## src/rtl/mavg_pkg.sv

```systemverilog
`default_nettype none

package mavg_pkg;

	localparam int MAX_WINDOW  = 128;
	localparam int SAMPLE_BITS = 16;
	localparam int CFG_BITS    = 8;
	localparam int CFG_RESET   = 8;

	localparam int POS_BITS = (MAX_WINDOW > 1) ? $clog2(MAX_WINDOW) : 1;
	localparam int EFF_BITS = $clog2(MAX_WINDOW + 1);
	localparam int SUM_BITS = SAMPLE_BITS + POS_BITS;
	localparam int CNT_BITS = $clog2(SUM_BITS);

	typedef logic signed [SAMPLE_BITS-1:0] sample_t;
	typedef logic signed [SUM_BITS-1:0]    sum_t;
	typedef logic        [SUM_BITS-1:0]    mag_t;
	typedef logic        [POS_BITS-1:0]    pos_t;
	typedef logic        [EFF_BITS-1:0]    eff_t;
	typedef logic        [CFG_BITS-1:0]    cfg_t;
	typedef logic        [CNT_BITS-1:0]    cnt_t;

	// zero counts as one, anything past the store depth saturates
	function automatic eff_t eff_size(input cfg_t cfg);
		eff_t r;
		if (cfg == '0) begin
			r = eff_t'(1);
		end else if (int'(cfg) > MAX_WINDOW) begin
			r = eff_t'(MAX_WINDOW);
		end else begin
			r = eff_t'(cfg);
		end
		return r;
	endfunction

endpackage

`default_nettype wire

```

## src/rtl/moving_average_window.sv

```systemverilog
`default_nettype none

// Boxcar smoother over the last window_size signed samples. Each accepted
// sample word replaces the oldest entry of a ring store, updates a running
// sum, and yields one result word: the sum divided by the window size,
// truncated toward zero, with window_full set when the write position wraps.
// Writing window_size (0 acts as 1, values above the store depth saturate)
// clears the window; the store entries are marked empty by per-entry valid
// bits, so the clear takes effect at once. A sample passes through the store
// read, the sum update, the serial divider and the load of the output
// register, in that order. in_ready drops while a sample is in work and
// comes back in the cycle after the load, so no new sample is taken before
// the last one is through. A finished result waits in the output register
// without blocking the next sample; that sample's own load waits until the
// held word is taken.
module moving_average_window
	import mavg_pkg::*;
(
	input  wire logic    clk,
	input  wire logic    arst_n,

	input  wire logic    cfg_valid,
	output logic         cfg_ready,
	input  wire cfg_t    window_size,

	input  wire logic    in_valid,
	output logic         in_ready,
	input  wire sample_t sample,

	output logic         out_valid,
	input  wire logic    out_ready,
	output sample_t      average,
	output logic         window_full
);

	localparam logic [2:0] S_IDLE = 3'd0;
	localparam logic [2:0] S_READ = 3'd1;
	localparam logic [2:0] S_UPD  = 3'd2;
	localparam logic [2:0] S_DIV  = 3'd3;
	localparam logic [2:0] S_OUT  = 3'd4;

	logic [2:0]            state_q;
	cfg_t                  wsize_q;
	pos_t                  pos_q;
	sum_t                  sum_q;
	logic [MAX_WINDOW-1:0] vld_q;

	// per-sample work registers
	sample_t samp_q;
	pos_t    addr_q;
	logic    neg_q;
	logic    wrap_q;

	logic    out_valid_q;
	sample_t avg_q;
	logic    full_q;

	eff_t    eff_w;
	pos_t    pos_eff;
	logic    in_acc;
	logic    cfg_acc;
	sample_t rd_data;
	sample_t old_w;
	sum_t    new_sum;
	mag_t    new_mag;
	eff_t    nxt_w;
	logic    nxt_wrap;
	logic    upd;
	logic    div_busy;
	logic    div_done;
	mag_t    div_quo;
	mag_t    signed_quo;
	logic    out_load;

	assign eff_w   = eff_size(wsize_q);
	// a stale position past the window counts as zero
	assign pos_eff = (eff_t'(pos_q) >= eff_w) ? '0 : pos_q;

	assign cfg_ready = (state_q == S_IDLE);
	assign in_ready  = (state_q == S_IDLE) && !cfg_valid;
	assign cfg_acc   = cfg_valid && cfg_ready;
	assign in_acc    = in_valid && in_ready;
	assign upd       = (state_q == S_UPD);

	mavg_ram u_ram (
		.clk   (clk),
		.we    (upd),
		.waddr (addr_q),
		.wdata (samp_q),
		.re    (in_acc),
		.raddr (pos_eff),
		.rdata (rd_data)
	);

	// entries never written since the last clear read as zero
	assign old_w    = vld_q[addr_q] ? rd_data : '0;
	assign new_sum  = sum_q - sum_t'(old_w) + sum_t'(samp_q);
	assign new_mag  = new_sum[SUM_BITS-1] ? mag_t'(-new_sum) : mag_t'(new_sum);
	assign nxt_w    = eff_t'(addr_q) + 1'b1;
	assign nxt_wrap = (nxt_w >= eff_w);

	mavg_div u_div (
		.clk      (clk),
		.arst_n   (arst_n),
		.start    (upd),
		.dividend (new_mag),
		.divisor  (eff_w),
		.busy     (div_busy),
		.done     (div_done),
		.quotient (div_quo)
	);

	// truncation toward zero: divide the magnitude, then restore the sign
	assign signed_quo = neg_q ? (~div_quo + 1'b1) : div_quo;
	assign out_load   = (state_q == S_OUT) && (!out_valid_q || out_ready);

	always_ff @(posedge clk or negedge arst_n) begin
		if (!arst_n) begin
			state_q <= S_IDLE;
			wsize_q <= cfg_t'(CFG_RESET);
			pos_q   <= '0;
			sum_q   <= '0;
			vld_q   <= '0;
		end else begin
			case (state_q)
				S_IDLE: begin
					if (cfg_acc) begin
						wsize_q <= window_size;
						pos_q   <= '0;
						sum_q   <= '0;
						vld_q   <= '0;
					end else if (in_acc) begin
						state_q <= S_READ;
					end
				end
				S_READ: begin
					state_q <= S_UPD;
				end
				S_UPD: begin
					sum_q         <= new_sum;
					vld_q[addr_q] <= 1'b1;
					pos_q         <= nxt_wrap ? '0 : pos_t'(nxt_w);
					state_q       <= S_DIV;
				end
				S_DIV: begin
					if (div_done) begin
						state_q <= S_OUT;
					end
				end
				S_OUT: begin
					if (out_load) begin
						state_q <= S_IDLE;
					end
				end
				default: begin
					state_q <= S_IDLE;
				end
			endcase
		end
	end

	always_ff @(posedge clk) begin
		if (in_acc) begin
			samp_q <= sample;
			addr_q <= pos_eff;
		end
		if (upd) begin
			neg_q  <= new_sum[SUM_BITS-1];
			wrap_q <= nxt_wrap;
		end
	end

	// output register: holds a finished word while the next sample runs
	always_ff @(posedge clk or negedge arst_n) begin
		if (!arst_n) begin
			out_valid_q <= 1'b0;
		end else if (out_load) begin
			out_valid_q <= 1'b1;
		end else if (out_ready) begin
			out_valid_q <= 1'b0;
		end
	end

	always_ff @(posedge clk) begin
		if (out_load) begin
			avg_q  <= sample_t'(signed_quo[SAMPLE_BITS-1:0]);
			full_q <= wrap_q;
		end
	end

	assign out_valid   = out_valid_q;
	assign average     = avg_q;
	assign window_full = full_q;

`ifndef NO_ASSERTIONS
	a_busy_after_accept: assert property (@(posedge clk) disable iff (!arst_n)
		in_acc |=> !in_ready)
		else $error("input accepted while previous sample still in work");

	a_pos_in_window: assert property (@(posedge clk) disable iff (!arst_n)
		eff_t'(pos_q) < eff_w)
		else $error("write position outside the window");

	a_div_start_idle: assert property (@(posedge clk) disable iff (!arst_n)
		upd |-> !div_busy)
		else $error("divider restarted while busy");

	a_cfg_clears: assert property (@(posedge clk) disable iff (!arst_n)
		cfg_acc |=> (sum_q == '0) && (pos_q == '0) && (vld_q == '0))
		else $error("window not cleared by size write");

	a_out_from_done: assert property (@(posedge clk) disable iff (!arst_n)
		$rose(out_valid_q) |-> $past(state_q == S_OUT))
		else $error("result word shown without a finished division");
`endif

endmodule

`default_nettype wire

```

## src/rtl/mavg_ram.sv

```systemverilog
`default_nettype none

module mavg_ram
	import mavg_pkg::*;
(
	input  wire logic    clk,
	input  wire logic    we,
	input  wire pos_t    waddr,
	input  wire sample_t wdata,
	input  wire logic    re,
	input  wire pos_t    raddr,
	output sample_t      rdata
);

	sample_t mem [MAX_WINDOW];

	always_ff @(posedge clk) begin
		if (we) begin
			mem[waddr] <= wdata;
		end
		if (re) begin
			rdata <= mem[raddr];
		end
	end

endmodule

`default_nettype wire

```

## src/rtl/mavg_div.sv

```systemverilog
`default_nettype none

// restoring divider, one quotient bit per cycle, MSB first
module mavg_div
	import mavg_pkg::*;
(
	input  wire logic clk,
	input  wire logic arst_n,
	input  wire logic start,
	input  wire mag_t dividend,
	input  wire eff_t divisor,
	output logic      busy,
	output logic      done,
	output mag_t      quotient
);

	logic            busy_q;
	cnt_t            cnt_q;
	eff_t            rem_q;
	eff_t            div_q;
	mag_t            quo_q;
	logic [EFF_BITS:0] trial;
	logic            take;

	assign trial = {rem_q, quo_q[SUM_BITS-1]};
	assign take  = (trial >= {1'b0, div_q});

	always_ff @(posedge clk or negedge arst_n) begin
		if (!arst_n) begin
			busy_q <= 1'b0;
			cnt_q  <= '0;
		end else if (start) begin
			busy_q <= 1'b1;
			cnt_q  <= cnt_t'(SUM_BITS - 1);
		end else if (busy_q) begin
			cnt_q <= cnt_q - 1'b1;
			if (cnt_q == '0) begin
				busy_q <= 1'b0;
			end
		end
	end

	always_ff @(posedge clk) begin
		if (start) begin
			rem_q <= '0;
			div_q <= divisor;
			quo_q <= dividend;
		end else if (busy_q) begin
			if (take) begin
				rem_q <= eff_t'(trial - {1'b0, div_q});
			end else begin
				rem_q <= trial[EFF_BITS-1:0];
			end
			quo_q <= {quo_q[SUM_BITS-2:0], take};
		end
	end

	assign busy     = busy_q;
	assign done     = busy_q && (cnt_q == '0);
	assign quotient = quo_q;

endmodule

`default_nettype wire

```

## config.mk

```make
export PLATFORM = sky130hd
export DESIGN_NAME = moving_average_window
export DESIGN_NICKNAME = d
export VERILOG_FILES = /design/src/rtl/mavg_pkg.sv /design/src/rtl/moving_average_window.sv /design/src/rtl/mavg_ram.sv /design/src/rtl/mavg_div.sv
export SDC_FILE = /design/constraint.sdc
export NUM_CORES = 2
export LEC_CHECK = 0
export ABC_CLOCK_PERIOD_IN_PS = 13850
export BUFFER_PORTS_ARGS = -buffer_cell sky130_fd_sc_hd__buf_2
export CAP_MARGIN = 20
export CORE_ASPECT_RATIO = 1.4
export CORE_MARGIN = 2
export CORE_UTILIZATION = 40
export DETAILED_ROUTE_END_ITERATION = 10
export PLACE_DENSITY = 0.5
export SKIP_LAST_GASP = 1
export SLEW_MARGIN = 25
export SYNTH_ARGS = -nofsm -noshare
export SYNTH_HDL_FRONTEND = slang
export SYNTH_HIERARCHICAL = 1
export SYNTH_SLANG_ARGS = --single-unit
```

## constraint.sdc

```tcl
create_clock -name clk -period 13.85 [get_ports clk]
set_input_delay 4.155 -clock clk [delete_from_list [all_inputs] [get_ports clk]]
set_output_delay 4.155 -clock clk [all_outputs]
set_load 0.03 [all_outputs]
```

Word-level counts from Yosys, hierarchy flattened
Memories as Yosys holds them, arrays and structs flattened. A register that Yosys moved wholly into a read port is not among the register bits.
Cells that the tools add are included.
- reductions and logical operators: 18
- magnitude comparators: 6
- equality and inequality tests: 9
- $add $sub $neg: 7
- muxes and demuxes: 34
- bitwise logic cells: 2
- operators by type and width (kind ; number):
    $pmux 128 s2 ; 1
    $mux 128 ; 1
    $or 128x128->128 ; 1
    $mux 23 ; 4
    $pmux 23 s2 ; 1
    $mux 16 ; 2
    $mux 8 ; 3
    $add 23x16->23 ; 1
    $neg 23->23 ; 1
    $sub 23x16->23 ; 1
    $mux 7 ; 3
    $add 16x1->16 const B ; 1
    $not 16->16 ; 1
    $pmux 3 s5 ; 1
    $pmux 7 s2 ; 1
    $mux 3 ; 4
    $mux 5 ; 2
    $ge 9x8->1 ; 1
    $mux 1 ; 9
    $add 7x1->8 const B ; 1
    $ge 7x8->1 ; 1
    $ge 8x8->1 ; 1
    $gt 8x8->1 const B ; 1
    $logic_not 8->1 ; 1
    other kinds (19) ; 32
- RAM bits: 2048
- memories: 1
- word-level logic and storage cells: 94
- flip-flop bits (word level): 257
- output and inout bits: 20
- input bits: 29
- memory list (name ; words ; bits a word ; read ports ; clocked after Yosys merged registers in ; write ports ; line ; text):
    u_ram.mem ; 128 ; 16 ; 1 ; 1 ; 1 ; mavg_ram.sv:15 ; sample_t mem [MAX_WINDOW];

Depth between registers and ports, before layout
- depth in word-level cells: 8
- mapped depth: 26
- mapped depth without buffers: 21

Hierarchy
Netlist, hierarchy kept.
- modules (own cells, without submodules) (module ; seq. area each (µm²) ; instances ; area each (µm²) ; cells each):
    mavg_ram ; 61979.4 ; 1 ; 78683.0 ; 3086
    moving_average_window ; 5516.5 ; 1 ; 12515.8 ; 1297
    mavg_div ; 1241.2 ; 1 ; 2279.7 ; 185

Least setup slack after synthesis
OpenSTA, ideal clock, no wires.
- path kind: in2out
- start: in cfg_valid
- end: out in_ready
- setup slack: 4.596 ns
- buffers on the path: 0
- data required time: 9.695 ns
- cell stages on the path: 1
- arrival: 5.099 ns
- cell sequence: nor4_1
- cells in the longest elaborated chain, start to end: 2
- ends and longest elaborated chain (element ; line ; text):
    start, declared ; moving_average_window.sv:22 ; input wire logic cfg_valid,
    $logic_not 1->1 ; moving_average_window.sv:80 ; assign in_ready = (state_q == S_IDLE) && !cfg_valid;
    $logic_and 1x1->1 ; moving_average_window.sv:80 ;
    end, declared ; moving_average_window.sv:27 ; output logic in_ready,
Every way passes these cells.

Worst setup path in the final report
Same ends and word-level chain as after synthesis.

==> summary.md <==
| Metric | Value |
|---|---|
| Post-CTS sizing | `0` |
| Setup Skew | `0.0397 ns` |
| Final worst-path cycle share | `64.6%` |
| Crit path max fanout | `4` |
| Bufs on Longest Clock Path | `4` |
| Area of the mapped netlist | `93500 um2` |
| Clock slew at reported path FFs | `0.06 ns` |
| Antenna violations before repair | `28` |
| Routed WL per cell | `29.5 um` |
| CTS tree | `built` |
| Maximum number of pins on one net before global-route repair | `135` |
| Clock latency at the later pin of the worst-skew pair | `0.88 ns` |
| DRT iter0 DRCs | `4319` |
| HPWL Detailed | `140000 um` |
| Post-DRT Antenna Nets | `0` |
| Worst EP required | `9.69 ns` |
| Seq/Total Area, Yosys | `73.5%` |
| Net count after synthesis | `4671` |
| Total wire length | `239000 um` |
| Fraction of layout cells with a size suffix above 1 | `28.1%` |
| Clock sink count | `2321` |
| Final Slew Violations | `0` |
| Async S/R FF share, synth | `7.58%` |
| Initial Utilization | `40.1%` |
| Grt met2 use | `35.1%` |
| Area grow syn2layout | `12.9%` |
| CTS H-tree depth | `4` |
| Die ar. | `238000 um2` |
| Max frequency | `0.112 GHz` |
| Count of final setup violators | `0` |
| PwrDens | `194 nW/um2` |
| Critical path class | `primary input to primary output` |
| Final Net Count | `4916` |
| Site Rows | `210` |
| Met1 GRT Util | `26.1%` |
| GRT Total Usage | `20.1%` |
| Crit path capture type | `primary output` |
| IO Pins | `49` |
| Crit path DAT | `4.79 ns` |
| Setup_tns | `0 ns` |
| GPL Wtd Cong | `0.778` |
| Relative slew margins | `29.6%` |
| Placed Cells | `7659` |
| # DRC | `0` |
| Overflow after GRT | `0` |
| Worst vdd ir | `0.168 mV` |
| Hold buffer count at CTS | `0` |
| Vias in the first global route | `47300` |
| Yosys warnings | `6` |
| Layout fillers | `19600` |
| Synth Flop Type | `edfxtp_1` |
| Leak | `33.7 nW` |
| WHS | `0.481 ns` |
| Root buf cell | `clkbuf_16` |
| Die Width | `413 um` |
| #FFs+latches synth | `2321` |
| Non-filler cells, final | `8077` |
| Vias per std cell | `5.60` |
| First-pass GRT wire length | `343000 um` |
| Post-synthesis cell count | `4568` |
| Met3 usage | `2.75%` |
| Worst hold stages | `2` |
| Layer with the highest usage | `met2` |
| Status | `complete, no violations` |
| Hold WC Path Type | `flop to flop` |
| Worst R2R Start | `addr_q[1]` |
| Post-synth EDFFs | `2137` |
| Port Buf Inserts | `48` |
| Average size of a mapped cell | `20.5 um2` |
| Hold path startpoint | `vld_q[76]` |
| Max-cap violations | `0` |
| Unique cell type count in the Yosys netlist | `104` |
| Final hold viol count | `0` |
| Drt first pass iters | `7` |
| Cts bufs inserted | `226` |
| Crit path time final | `8.94 ns` |
| RSZ-0062 raised after global routing | `false` |
| CP startpoint kind | `primary input` |
| # Post-CTS Setup Buffers | `0` |
| R2R Path End | `u_div/quotient[14]` |
| Worst slew pin tran | `1.06 ns` |
| Worst Hold Endpoint | `vld_q[76]` |
| R2r setup slk | `5.51 ns` |
| R2R cell count | `22` |
| CORE AREA | `233000 um2` |
| Die H | `576 um` |
| Vias post-DR | `45300` |
## critical path: stages
cell	delay, ns
buf_2	0.13
nor4_1	0.24
buf_2	0.26
## sequential cells by signal, summed over array words and instances (netlist names)
register	flops
out_valid	1
u_div/cnt_q	5
addr_q	7
state_q	3
wrap_q	1
vld_q	128
sum_q	23
wsize_q	8
pos_q	7
u_div/busy	1
u_ram/rdata	16
average	16
neg_q	1
u_div/rem_q	8
window_full	1
u_ram/mem	2048
samp_q	16
u_div/quotient	23
u_div/div_q	8
## power breakdown
group,internal [mW],total (mW),switching [mW],leakage [nW]
Sequential,7.84,8.00,0.159,21.6
Combinational,3.02,6.55,3.53,8.73
Clock,3.34,5.97,2.63,3.40
Total,14.2,20.5,6.32,33.7
## cell families after synthesis
| logic type | Yosys count | synth area share (%) |
|---|---|---|
| AOI/OAI and AO/OA | 363 | 2.67 |
| xor gates and xnor gates | 56 | 0.525 |
| buffers and inverters | 361 | 1.63 |
| DFF | 2321 | 73.5 |
| adders and majority gates | 74 | 1.18 |
| and+or+nand+nor | 635 | 3.18 |
| muxes | 758 | 17.3 |
## metrics by stage
stage	power, mW	util [%]	area [um2]	setup slack (ns)
after floorplan	12.7	-	93500	4.60
after global placement	14.8	42.2	98400	4.87
after detailed placement	14.8	42.2	98500	4.92
after CTS	20.8	45.2	105000	4.91
after global routing	21.4	45.3	105000	4.83
final	20.5	45.3	106000	4.91
## per-layer routing
layer  routed length (um)  vias up
li1                     -    19200
met1                96300    24600
met2               123000     1068
met3                11000      365
met4                 7860        0
met5                    0        -
## synth_stat cells (5+ instances only)
cell | instances | area, um2
nand2b_1 | 26 | 163
o21ai_0 | 51 | 255
a32o_1 | 10 | 100
buf_4 | 6 | 45.0
clkbuf_1 | 131 | 492
a22oi_1 | 6 | 45.0
o31ai_1 | 15 | 113
a21oi_2 | 5 | 43.8
o21ai_1 | 6 | 30.0
dfxtp_1 | 8 | 160
nand4_1 | 5 | 31.3
nor3_1 | 29 | 145
buf_6 | 9 | 101
edfxtp_1 | 2137 | 64200
nor3b_1 | 8 | 60.1
a211oi_1 | 7 | 52.6
nor2_1 | 282 | 1060
a221oi_1 | 10 | 87.6
nand2_1 | 128 | 480
inv_1 | 121 | 454
buf_1 | 32 | 120
mux2_2 | 48 | 541
and3_1 | 18 | 113
a2111oi_0 | 5 | 43.8
mux2i_1 | 26 | 260
a21oi_1 | 134 | 671
mux4_2 | 679 | 15300
dfrtp_1 | 175 | 4380
xor2_1 | 22 | 193
a22o_1 | 23 | 201
a211o_1 | 6 | 52.6
a21o_1 | 22 | 165
and2_1 | 5 | 31.3
buf_2 | 61 | 305
or4_1 | 5 | 37.5
xnor2_1 | 34 | 298
and3b_1 | 5 | 43.8
nor2b_1 | 33 | 206
nand3_1 | 47 | 235
and2b_1 | 6 | 45.0
ha_1 | 51 | 638
fa_1 | 23 | 460
or3_1 | 8 | 50.1
## worst max path at each step
stage	start	to	slack, ns	depth (start not counted)
2_1_floorplan	cfg_valid	in_ready	4.60	1
3_3_place_gp	cfg_valid	in_ready	4.87	3
3_5_place_dp	cfg_valid	in_ready	4.92	3
4_1_cts	cfg_valid	in_ready	4.91	3
5_1_grt	cfg_valid	in_ready	4.83	3
6_report	cfg_valid	in_ready	4.91	3
## layout make-up
cell class | instances | area, um2 | share of cell area, %
flip-flops and latches | 2321 | 68700 | 65.1
multi-input cells | 1886 | 23500 | 22.3
clock buffers | 280 | 5940 | 5.63
well taps | 3074 | 3850 | 3.65
repair buffers | 256 | 1950 | 1.85
clock inverters | 121 | 1050 | 0.991
inverters | 122 | 458 | 0.434
diodes | 17 | 42.5 | 0.0403
## cells in the final DEF (no fill, tap or decap), types with 12 or more instances in the layout
cell type  netlist  layout
edfxtp_1      2137    2137
mux4_2         679     679
nor2_1         282     231
clkbuf_16        0     228
buf_4            6     195
dfrtp_1        175     175
a21oi_1        134     134
nand2_1        128     127
inv_1          121     120
clkinv_1         1      55
o21ai_0         51      51
ha_1            51      51
mux2_2          48      48
nor2_2           1      48
nand3_1         47      47
clkbuf_1       131      47
buf_2           61      47
xnor2_1         34      34
clkinv_2         0      31
nor2b_1         33      27
nand2b_1        26      26
mux2i_1         26      26
a22o_1          23      23
fa_1            23      23
xor2_1          22      22
a21o_1          22      22
and3_1          18      18
diode_2          0      17
nor3_1          29      17
bufinv_16        0      17
o31ai_1         15      15
nor3_2           1      12
(Power assumes the default switching activity.)
